<file path="src/hw/rtl/rdc_pkg.sv">
// ----------------------------------------------------------------------------
// rdc_pkg
// Shared types, widths and helper functions for the radix digit converter.
// ----------------------------------------------------------------------------
package rdc_pkg;

  localparam int VALUE_W  = 64;
  localparam int BASE_W   = 5;
  localparam int DIGIT_W  = 4;
  localparam int SYM_W    = 8;
  localparam int NUM_SYMS = 16;
  localparam int MAX_BASE = 16;
  localparam int POW_DEPTH = 64;
  localparam int ADDR_W   = $clog2(POW_DEPTH);
  localparam int PROD_W   = VALUE_W + BASE_W;
  localparam int TRIAL_W  = VALUE_W + DIGIT_W;
  localparam int CFG_IDX_W = 2;

  localparam logic [BASE_W-1:0]  RADIX_RST     = BASE_W'(10);
  localparam logic [VALUE_W-1:0] ALPHA_LO_RST  = 64'h3736353433323130;
  localparam logic [VALUE_W-1:0] ALPHA_HI_RST  = 64'h6665646362613938;

  typedef enum logic [CFG_IDX_W-1:0] {
    REG_RADIX    = 2'd0,
    REG_ALPHA_LO = 2'd1,
    REG_ALPHA_HI = 2'd2
  } cfg_idx_t;

  // Configuration as seen by the sequencer
  typedef struct packed {
    logic [BASE_W-1:0]  radix;
    logic [VALUE_W-1:0] alpha_lo;
    logic [VALUE_W-1:0] alpha_hi;
    logic               bad;
  } cfg_t;

  function automatic logic [SYM_W-1:0] sym_of(input logic [VALUE_W-1:0] lo,
                                              input logic [VALUE_W-1:0] hi,
                                              input logic [DIGIT_W-1:0] d);
    logic [2*VALUE_W-1:0] both;
    both = {hi, lo};
    return both[d*SYM_W +: SYM_W];
  endfunction

  // Radix out of range, or a repeated symbol among the ones in use
  function automatic logic alphabet_bad(input logic [BASE_W-1:0]  base,
                                        input logic [VALUE_W-1:0] lo,
                                        input logic [VALUE_W-1:0] hi);
    logic [2*VALUE_W-1:0] both;
    logic                 dup;
    both = {hi, lo};
    dup  = 1'b0;
    for (int i = 0; i < NUM_SYMS; i++) begin
      for (int j = i + 1; j < NUM_SYMS; j++) begin
        if ((BASE_W'(j) < base) && (both[i*SYM_W +: SYM_W] == both[j*SYM_W +: SYM_W])) begin
          dup = 1'b1;
        end
      end
    end
    return dup || (base < BASE_W'(2)) || (base > BASE_W'(MAX_BASE));
  endfunction

endpackage

</file>
<file path="src/hw/rtl/rdc_cfg_regs.sv">
// ----------------------------------------------------------------------------
// rdc_cfg_regs
// Radix and alphabet registers, with the alphabet validity check.
// ----------------------------------------------------------------------------
module rdc_cfg_regs import rdc_pkg::*; (
  input  logic                 clk,
  input  logic                 rst,
  input  logic                 cfg_valid,
  output logic                 cfg_ready,
  input  logic [CFG_IDX_W-1:0] cfg_index,
  input  logic [VALUE_W-1:0]   cfg_data,
  output cfg_t                 cfg
);

  logic [BASE_W-1:0]  radix;
  logic [VALUE_W-1:0] alpha_lo;
  logic [VALUE_W-1:0] alpha_hi;

  assign cfg_ready = 1'b1;

  always_ff @(posedge clk) begin
    if (rst) begin
      radix    <= RADIX_RST;
      alpha_lo <= ALPHA_LO_RST;
      alpha_hi <= ALPHA_HI_RST;
    end else if (cfg_valid && cfg_ready) begin
      case (cfg_index)
        REG_RADIX:    radix    <= cfg_data[BASE_W-1:0];
        REG_ALPHA_LO: alpha_lo <= cfg_data;
        REG_ALPHA_HI: alpha_hi <= cfg_data;
        default: ;
      endcase
    end
  end

  always_comb begin
    cfg.radix    = radix;
    cfg.alpha_lo = alpha_lo;
    cfg.alpha_hi = alpha_hi;
    cfg.bad      = alphabet_bad(radix, alpha_lo, alpha_hi);
  end

endmodule

</file>
<file path="config.mk">
export PLATFORM = sky130hd
export DESIGN_NAME = rdc_cfg_regs
export DESIGN_NICKNAME = d
export VERILOG_FILES = /design/src/hw/rtl/rdc_pkg.sv /design/src/hw/rtl/rdc_cfg_regs.sv
export SDC_FILE = /design/constraint.sdc
export NUM_CORES = 1
export LEC_CHECK = 0
export BUFFER_PORTS_ARGS = -buffer_cell sky130_fd_sc_hd__buf_2
export CAP_MARGIN = 10
export CORE_ASPECT_RATIO = 1.5
export CORE_MARGIN = 3
export CORE_UTILIZATION = 40
export DETAILED_ROUTE_END_ITERATION = 16
export PLACE_DENSITY_LB_ADDON = 0.2
export SYNTH_ARGS = -nofsm -noshare
export SYNTH_HDL_FRONTEND = slang
export SYNTH_SLANG_ARGS = --single-unit
</file>
<file path="constraint.sdc">
create_clock -name clk -period 3.9 [get_ports clk]
set_input_delay 0.585 -clock clk [delete_from_list [all_inputs] [get_ports clk]]
set_output_delay 0.585 -clock clk [all_outputs]
set_load 0.02 [all_outputs]
</file>
== Yosys cells after proc, flatten, opt, wreduce, memory -nomap -nowiden ==
Index checks and enable logic that the tools add are counted.
Widths: inputs -> output; s select.

* Equality and inequality tests: 122
* Magnitude comparators: 17
* Reduce and logical (&&, ||, !) cells: 126
* Multiplexer cells: 120

{| class="wikitable"
|+ Operators with widths
! kind !! number
|-
| $eq 8x8->1 || 120
|-
| $logic_and 1x1->1 || 120
|-
| $mux 1 || 120
|-
| $lt 4x5->1 const A || 8
|-
| $lt 3x5->1 const A || 4
|-
| $lt 2x5->1 const A || 2
|-
| $reduce_and 2->1 || 3
|-
| $gt 5x5->1 const B || 1
|-
| $lt 1x5->1 const A || 1
|-
| $lt 5x2->1 const B || 1
|-
| $eq 2x1->1 const B || 1
|-
| $eq 2x2->1 const B || 1
|-
| $logic_not 2->1 || 1
|-
| $logic_or 1x1->1 || 2
|}

* Input port bits: 69
* Output and inout port bits: 135
* Logic and storage cells: 388
* Register bits after elaboration: 133

== Longest topological paths before layout ==
Gate-level depths: netlist of the first run.

* Depth after elaboration: 124
* Mapped depth: 9
* Mapped depth without buffers: 7

== Least setup slack after synthesis of the first run ==
Ideal clock, no wire load.

* Path type: reg2out
* Start point: reg alpha_lo[47]
* End point: out cfg[0] in the netlist's numbering
* Data required time: 3.315 ns
* Setup slack: 1.394 ns
* Data arrival time: 1.921 ns
* Buffers on the path: 2
* Cell stages (with the launch flop): 9
* Cells stage by stage: dfxtp_1 buf_4 buf_4 xor2_1 nor3_1 a221oi_1 nand4_1 nor4_1 nand4_1

{| class="wikitable"
|+ RTL lines
! what !! line !! text
|-
| start: declaration || rdc_cfg_regs.sv:16 || <nowiki>logic [VALUE_W-1:0] alpha_lo;</nowiki>
|-
| start signal: assignment || rdc_cfg_regs.sv:29 || <nowiki>REG_ALPHA_LO: alpha_lo <= cfg_data;</nowiki>
|-
| end: declaration || rdc_cfg_regs.sv:12 || <nowiki>output cfg_t cfg</nowiki>
|}

==> impl_metrics.ini, run 1 <==
[clocking]
numCtsBuffers = 17
cts_sinks = 133
cts_buffer_depth = 2
cts_max_level = 4
clockRootBuffer = clkbuf_16
ctsHoldBuffers = 0
clock_latency_ns = 0.45
cts_tree = built
clk_pin_slew_ns = 0.08

[layout]
final_net_count = 2463
final_common_cell = xnor2_1
drive_gt1_frac = 0.223
final_cell_mix = xnor2_1 (608), xor2_1 (352), nand2_1 (273), buf_4 (235), buf_2 (201)
area_growth_pct = 15.5
antenna-diode-count = 0
postLayoutCellArea_um2 = 20100

[run]
cap_violations = 0

[timing]
slew_headroom = 0.246
maxSlewViolCount = 0
fmax_ghz = 0.252
finalHoldViolations = 0
finalSetupViolCount = 1
setup_ws_ns = -0.0731
finalClockSkew_ns = 0
hold_slack_ns = 0.343
tns_ns = -0.0731
rsz0062_at_grt = no
worst_pin_slew_ns = 1.13
period_minus_slack_ns = 3.97
finalCritPeriodShare = 1.02

[setup_path]
startpoint = alpha_lo[51]$_SDFFE_PP0P_
reg2reg_slack_ns = 2.64
reg2reg_to = alpha_lo[32]$_SDFFE_PP0P_
timing_worst_setup_path_type = register to output port
endpoint = cfg[0]
crit_fanout = 8
cp-start-kind = register
r2r-start = alpha_lo[32]$_SDFFE_PP0P_
r2r_cells = 3
cp.required_ns = 3.31
crit_path_end_kind = output port
critPathArrivalTime_ns = 3.39

[run_status]
violations = setup timing
outcome = finished, violations left

[pwr]
powerDensity_nw_per_um2 = 258
irDropWorstVdd_mv = 0.253
power_leakage_nw = 7.74

[logic_synthesis]
postSynthRegisterBits = 133
synth_area_um2 = 17400
synthTopCellsByArea = xnor2_1 (31%), xor2_1 (18%), dfxtp_1 (15%), buf_4 (7.0%), nand2_1 (5.9%)
avgSynthCellArea_um2 = 7.86
netlist.area_leader.share = 0.306
synth-async-reset-ratio = 0
synth_top_area_cell = xnor2_1
synthCells = 2213
yosys_warnings = 0
synth-main-ff-cell = dfxtp_1
ys_seq_area_frac = 0.153
synth.distinct_cells = 50
syn_nets = 2282
synth_edf_count = 0

[global_routing]
grt.total_usage = 0.374
grt_max_degree = 108
grt_overflow = 0
grt_pass1_wl_um = 126000
antenna_found_initial = 0
grt_pass1_vias = 17300

[placed_design]
hpwlAfterDp_um = 61500
place_area_um2 = 19400
routabilityCongestion = 1.04
io_buffers = 202

[routing]
dr.pass1.iters = 7
drt-total-wl_um = 88200
num_vias = 17800
drc = 0
drt-wirelength-per-cell_um = 29.6
viasPerCell = 5.97
ant_nets = 0
drtIter0Drc = 1900

[floorplanning]
die_h_um = 261
start_util = 0.405
die-area_um2 = 46100
die_x_um = 176
io_pins = 204
coreArea_um2 = 42900
num_rows = 93

[worst_hold_path]
worstHoldPathType = primary input to register
[layout make-up]
cell class              instances  area (um^2)
clock buffers                  18          429
clock inverters                14          143
repair buffers                467         3330
fillers                      4352        22800
multi-input cells            1775        12800
well taps                     570          713
flip-flops and latches        133         2690
[worst min path at each step]
stage / start / cells after the start / slack, ns / end
after detailed placement: alpha_hi[24]$_SDFFE_PP0P_ / 2 / 0.47 / alpha_hi[24]$_SDFFE_PP0P_
after global placement: alpha_lo[31]$_SDFFE_PP0P_ / 2 / 0.46 / alpha_lo[31]$_SDFFE_PP0P_
final: cfg_data[17] / 3 / 0.34 / alpha_lo[17]$_SDFFE_PP1P_
after CTS: cfg_data[17] / 3 / 0.33 / alpha_lo[17]$_SDFFE_PP1P_
after floorplan: radix[0]$_SDFFE_PP0P_ / 2 / 0.65 / radix[0]$_SDFFE_PP0P_
after global routing: cfg_data[28] / 3 / 0.36 / alpha_lo[28]$_SDFFE_PP1P_
[cells in the mapped netlist (3+ instances only)]
library cell,instances
a21oi_1,82
a31oi_1,13
buf_2,85
buf_6,16
clkbuf_1,38
nor4_1,99
buf_4,162
nor2_1,22
nand2_1,274
nor3_1,45
xnor2_1,608
nand3_1,17
o22ai_1,6
dfxtp_1,133
mux2i_1,3
a41oi_1,4
nand3b_1,57
nand4_1,154
nor2b_1,3
xor2_1,352
buf_1,4
a22oi_1,4
[metal layers]
metal / up-vias / GRT usage / routed length (um)
li1: 7570 / - / -
met3: 391 / 0.0735 / 8280
met4: 0 / 0.247 / 7030
met1: 8590 / 0.450 / 33100
met2: 1210 / 0.604 / 39800
met5: - / 0 / 0
[cell families (layout without fill, tap and decap cells)]
group,after synthesis,count (layout),synth area share
and+or+nand+nor,682,682,0.204
other,1,1,0.000216
AOI/OAI and AO/OA,129,129,0.0444
DFF,133,133,0.153
muxes,3,3,0.00173
xor gates and xnor gates,960,960,0.483
buffers and inverters,305,499,0.114
[worst max-delay path, cell delays in order, from the launching register on]
cell and delay (ns):
dfxtp_1 0.72, buf_4 0.35, xnor2_1 0.09, nand4_1 0.13, nor2_1 0.10, nor4_1 0.38, a31oi_1 0.21, nor4_1 0.22
nand4_1 0.32, buf_4 0.25, buf_2 0.15
[where the power goes]
part | total, mW | internal (mW) | leakage [nW] | switching [mW]
registers | 1.54 | 1.42 | 1.09 | 0.119
logic | 1.93 | 0.789 | 6.39 | 1.14
clock network | 1.71 | 0.897 | 0.264 | 0.815
total | 5.18 | 3.10 | 7.74 | 2.07
[sequential cells by signal (all words and copies together) (netlist names)]
name,flops
alpha_hi,64
radix,5
alpha_lo,64
[through the flow]
step / cells / util / setup WS, ns / total power [mW]
2_1_floorplan: 2213 / - / 1.39 / 2.81
3_3_place_gp: 2942 / 0.452 / 0.119 / 3.42
3_5_place_dp: 2942 / 0.452 / 0.0992 / 3.43
4_1_cts: 2974 / 0.466 / 0.00800 / 5.13
5_1_grt: 2977 / 0.468 / 0.00405 / 5.33
6_report: 2977 / 0.468 / -0.0731 / 5.18
[what timing repair did]
action | in CTS | in global routing
setup endpoints to repair | 1 | 1
setup buffers | 0 | 3
resized for setup | 18 | 17
pin swaps | 1 | 2
No activity file was read; power rests on OpenSTA's default activity.
==> inputs of run 2 (changes only) <==
- CORE_ASPECT_RATIO: 1.5 -> 0.7
- CORE_UTILIZATION: 40 -> 45
==> impl_metrics.ini, run 2 (synthesized netlist as in run 1, its figures left out) <==
[timing]
fmax_ghz = 0.264
hold_slack_ns = 0.360
slew_headroom = 0.334
worst_pin_slew_ns = 0.999
rsz0062_at_grt = no
period_minus_slack_ns = 3.78
tns_ns = 0
finalSetupViolCount = 0
finalClockSkew_ns = 0
finalHoldViolations = 0
finalCritPeriodShare = 0.970
maxSlewViolCount = 0

[routing]
viasPerCell = 6.19
num_vias = 17400
drtIter0Drc = 2080
drt-wirelength-per-cell_um = 30.3
dr.pass1.iters = 5
drc = 0
ant_nets = 0
drt-total-wl_um = 85300

[global_routing]
grt_overflow = 0
grt_pass1_wl_um = 122000
top_usage_layer = met2
use_met1 = 0.556
grt.total_usage = 0.408
met3_usage = 0.0836
use_met2 = 0.617
antenna_found_initial = 0
grt_max_degree = 102
grt_pass1_vias = 16700

[layout]
antenna-diode-count = 0
drive_gt1_frac = 0.184
postLayoutCellArea_um2 = 19200
final_common_cell = xnor2_1
final_net_count = 2378
final_cell_mix = xnor2_1 (608), xor2_1 (352), nand2_1 (274), buf_2 (201), buf_4 (169)
reg_top3 = alpha_hi (64), alpha_lo (64), radix (5)
area_growth_pct = 10.1

[setup_path]
cp.required_ns = 3.31
crit_fanout = 16
crit_path_end_kind = output port
timing_worst_setup_path_type = register to output port
crit_path_frequent_cell = nor4_1
reg2reg_slack_ns = 2.62
cpMaxStageDelayCell = dfxtp_2
cp-start-kind = register
slowest_delay_ns = 0.58
path_cells = buf_4 -> a311o_1 -> nand3_1 -> nor4_2 -> nor4_1 -> o2111ai_1 -> nor4_1 -> nand4_1 -> buf_2
path_delay_family = simple AND/OR/NAND/NOR gates
critPathArrivalTime_ns = 3.20
critPathBufInv = 2

[floorplanning]
die-area_um2 = 41100
io_pins = 204
start_util = 0.462
coreArea_um2 = 37600
die_x_um = 241
die_h_um = 171
num_rows = 59

[pwr]
internal_power_mw = 3.05
pwr-share-clk = 0.337
seq_power_share = 0.293
irDropWorstVdd_mv = 0.291
powerDensity_nw_per_um2 = 265
power_leakage_nw = 7.30
p_sw_mw = 2.02
switching_share = 0.399
combPwrFrac = 0.370

[clocking]
cts_sinks = 133
numCtsBuffers = 17
clockRootBuffer = clkbuf_16
clock_latency_ns = 0.44
clk_pin_slew_ns = 0.07
cts_tree = built
cts_max_level = 4
cts_buffer_depth = 2
ctsHoldBuffers = 0

[worst_hold_path]
worstHoldPathType = primary input to register

[run]
cap_violations = 0

[run_status]
outcome = finished, final reports clean

[placed_design]
place_area_um2 = 18600
io_buffers = 202
routabilityCongestion = 1.05
hpwlAfterDp_um = 57700
==> run 2: power by group through the flow <==
| stage | logic, mW | registers [mW] | clock network [mW] |
|---|---|---|---|
| 2_1_floorplan | 1.27 | 1.54 | 0 |
| 3_3_place_gp | 1.81 | 1.52 | 0 |
| 3_5_place_dp | 1.82 | 1.52 | 0 |
| 4_1_cts | 1.83 | 1.49 | 1.73 |
| 5_1_grt | 1.97 | 1.49 | 1.78 |
| 6_report | 1.88 | 1.49 | 1.71 |
==> run 2: per-stage QoR <==
step / setup slack, ns / util / power, mW / instances
after global routing: 0.0957 / 0.509 / 5.25 / 2810
final: 0.119 / 0.509 / 5.08 / 2810
after global placement: 0.171 / 0.493 / 3.32 / 2778
after CTS: 0.208 / 0.509 / 5.05 / 2810
after detailed placement: 0.233 / 0.493 / 3.34 / 2778
after floorplan: 1.39 / - / 2.81 / 2213
==> run 2: area by class of cell <==
type,count,area [um^2]
fillers,3688,18500
clock buffers,17,425
clock inverters,15,178
repair buffers,382,2510
flip-flops and latches,133,2660
well taps,488,611
multi-input cells,1775,12800
==> run 2: repair_timing <==
action	4_1_cts	5_1_grt
setup endpoints to repair	1	0
buffers inserted	0	0
resized for setup	2	0
==> run 2: worst paths after layout <==
check | from | end | depth (start not counted)
worst max-delay path | radix[4]$_SDFFE_PP0P_ | cfg[0] | 9
worst min-delay path | cfg_data[37] | alpha_lo[37]$_SDFFE_PP1P_ | 3
worst max register to register | alpha_lo[9]$_SDFFE_PP0P_ | alpha_lo[9]$_SDFFE_PP0P_ | 3
worst min register to register | alpha_hi[47]$_SDFFE_PP0P_ | alpha_hi[47]$_SDFFE_PP0P_ | 2
==> run 2: metal layers <==
metal	up-vias	part of all wire
met3	299	0.11
met4	0	0.053
met5	-	0
met1	8513	0.42
li1	7387	-
met2	1189	0.42
==> run 2: worst register-to-register path: cells and delay by family (launching register included) <==
kind	cells	cell delay, ns
flops	1	0.73
simple gates	1	0.05
buf+inv	1	0.27
compound gates	1	0.15
==> inputs of run 3 (changes only) <==
- ABC_AREA: default -> 1
==> impl_metrics.ini, run 3 <==
[run_status]
outcome = finished, final reports clean

[layout]
area_growth_pct = 6.12
multi_input_area_um2 = 14000
drive_gt1_frac = 0.117
final_net_count = 3549
reg_top3 = alpha_hi (64), alpha_lo (64), radix (5)
n_fill_cell = 4712
final_cell_mix = nand2_1 (1444), nor2_1 (348), xnor2_1 (342), buf_2 (202), nand4_1 (167)
register_area_um2 = 2660
final_common_cell = nand2_1

[logic_synthesis]
synth.distinct_cells = 31
synth_simple_gate_area_share = 0.444
synth_common_cells = nand2_1 (1444), nor2_1 (349), xnor2_1 (342)
synth_area_um2 = 19400
synthMostInstantiatedCell = nand2_1
synthMuxAreaShare = 0
synthTopCellsByArea = nand2_1 (28%), xnor2_1 (15%), dfxtp_1 (14%), buf_4 (6.8%), nor2_1 (6.7%)
yosys_warnings = 0
synth_top_area_cell = nand2_1
synth-compound-area-share = 0.0814
syn_nets = 3539
synthCells = 3470
postSynthRegisterBits = 133
yosys.area_share.xor_xnor = 0.192
synth-async-reset-ratio = 0
synth_top_family_by_area = simple AND/OR/NAND/NOR gates
avgSynthCellArea_um2 = 5.60
netlist.area_leader.share = 0.279
synth_edf_count = 0
synth-main-ff-cell = dfxtp_1
synth_fa_ha_area_frac = 0
ys_seq_area_frac = 0.137

[timing]
setup_ws_ns = 0.159
slew_headroom = 0.248
rsz0062_at_grt = no
tns_ns = 0
maxSlewViolCount = 0
worst_pin_slew_ns = 1.13
fmax_ghz = 0.267
finalHoldViolations = 0
finalCritPeriodShare = 0.959
finalClockSkew_ns = 0
period_minus_slack_ns = 3.74
finalSetupViolCount = 0

[global_routing]
grt_pass1_vias = 21300
antenna_found_initial = 8
grt_overflow = 0
grt_pass1_wl_um = 166000
grt_max_degree = 73
grt.total_usage = 0.509

[clocking]
clockRootBuffer = clkbuf_16
clk_pin_slew_ns = 0.07
cts_sinks = 133
cts_max_level = 4
cts_buffer_depth = 2
postCtsSetupBuffers = 0
cts-resized-gates = 0
ctsHoldBuffers = 0
numCtsBuffers = 17
clock_latency_ns = 0.48
cts_tree = built

[floorplanning]
die-area_um2 = 45800
start_util = 0.457
die_h_um = 180
coreArea_um2 = 42500
die_x_um = 254
num_rows = 63
io_pins = 204

[routing]
dr.pass1.iters = 7
drt-wirelength-per-cell_um = 29.7
num_vias = 25000
drtIter0Drc = 5152
drt-total-wl_um = 120000
drc = 0
viasPerCell = 6.17
ant_nets = 0

[setup_path]
slowest_delay_ns = 0.63
cp-start-kind = register
crit_path_frequent_cell = nand2_1
path_cells = inv_1 -> or2_2 -> nand3_1 -> nor2_1 -> nand2_1 -> nand2_1 -> nand2_1 -> nand2_1 -> nor2_1 -> nand2_1 -> nor2_1 -> nand2_1 -> buf_2
critPathArrivalTime_ns = 3.16
timing_worst_setup_path_type = register to output port
critPathBufInv = 2
cpMaxStageDelayCell = dfxtp_1
cp.required_ns = 3.31
crit_path_end_kind = output port
crit_fanout = 21
path_delay_family = simple AND/OR/NAND/NOR gates

[pwr]
irDropWorstVdd_mv = 0.323
power_leakage_nw = 9.46
powerDensity_nw_per_um2 = 305

[placed_design]
dp_slack_ns = 0.799
routabilityCongestion = 1.14
hpwlAfterDp_um = 87600
io_buffers = 202

[worst_hold_path]
worstHoldPathType = primary input to register

[run]
cap_violations = 0
run 3: changes by cell type after synthesis, sizes merged, moves of 48 or more:
cell	delta
nand2	+1174
o21ai	+92
xor2	-268
xnor2	-266
nand3	+136
nor4	-100
nor2	+327
inv	+126
nand3b	-57
buf	+48
o211ai	+58
run 3: metal layers:
layer	up-vias	wire (um)	track usage	part of all wire
met3	396	21600	0.233	0.18
met4	14	6600	0.203	0.055
met5	-	137	0	0.0011
met2	2334	45200	0.687	0.38
met1	11400	46700	0.693	0.39
li1	10800	-	-	-
run 3: per-stage QoR:
| step | cell area, um^2 | total power [mW] | hold slack [ns] | std cells | utilization |
|---|---|---|---|---|---|
| after floorplan | 19400 | 3.26 | 0.613 | 3470 | - |
| after global placement | 20000 | 4.24 | 0.525 | 4013 | 0.470 |
| after detailed placement | 20000 | 4.23 | 0.534 | 4013 | 0.470 |
| after CTS | 20600 | 6.08 | 0.326 | 4044 | 0.485 |
| after global routing | 20600 | 6.40 | 0.354 | 4044 | 0.485 |
| final | 20600 | 6.29 | 0.336 | 4046 | 0.485 |
run 3: power breakdown:
group | leakage (nW) | internal (mW) | switching (mW)
Combinational | 8.07 | 0.805 | 2.10
Sequential | 1.09 | 1.43 | 0.0898
Clock | 0.300 | 1.13 | 0.727
run 3: worst min-delay path: stages:
cell	delay, ns
buf_2	0.09
nand2_1	0.04
nand3_1	0.06
run 3: logic make-up (layout without fill, tap and decap cells):
logic type | count (synthesis) | count (layout)
xor+xnor | 426 | 426
compound gates | 279 | 279
simple gates | 2127 | 2127
flops | 133 | 133
other cells | 1 | 3
buf+inv | 504 | 526
run 3: worst paths after layout:
check                              end                 startpoint  slack (ns)  cells past startpoint
min          alpha_hi[42]$_SDFFE_PP1P_               cfg_data[42]        0.34                      3
max                             cfg[0]  alpha_hi[59]$_SDFFE_PP0P_        0.16                     13
max reg2reg  alpha_hi[43]$_SDFFE_PP0P_  alpha_hi[43]$_SDFFE_PP0P_        2.46                      3
min reg2reg  alpha_hi[10]$_SDFFE_PP0P_  alpha_hi[10]$_SDFFE_PP0P_        0.55                      2
run 3: area by class of cell:
class / count / area share
tap: 552 / 0.0335
timing repair buffer: 344 / 0.101
clock inverter: 12 / 0.00989
multi-input combinational: 2833 / 0.677
inverter: 151 / 0.0277
antenna: 2 / 0.000243
clock buffer: 19 / 0.0210
sequential: 133 / 0.129
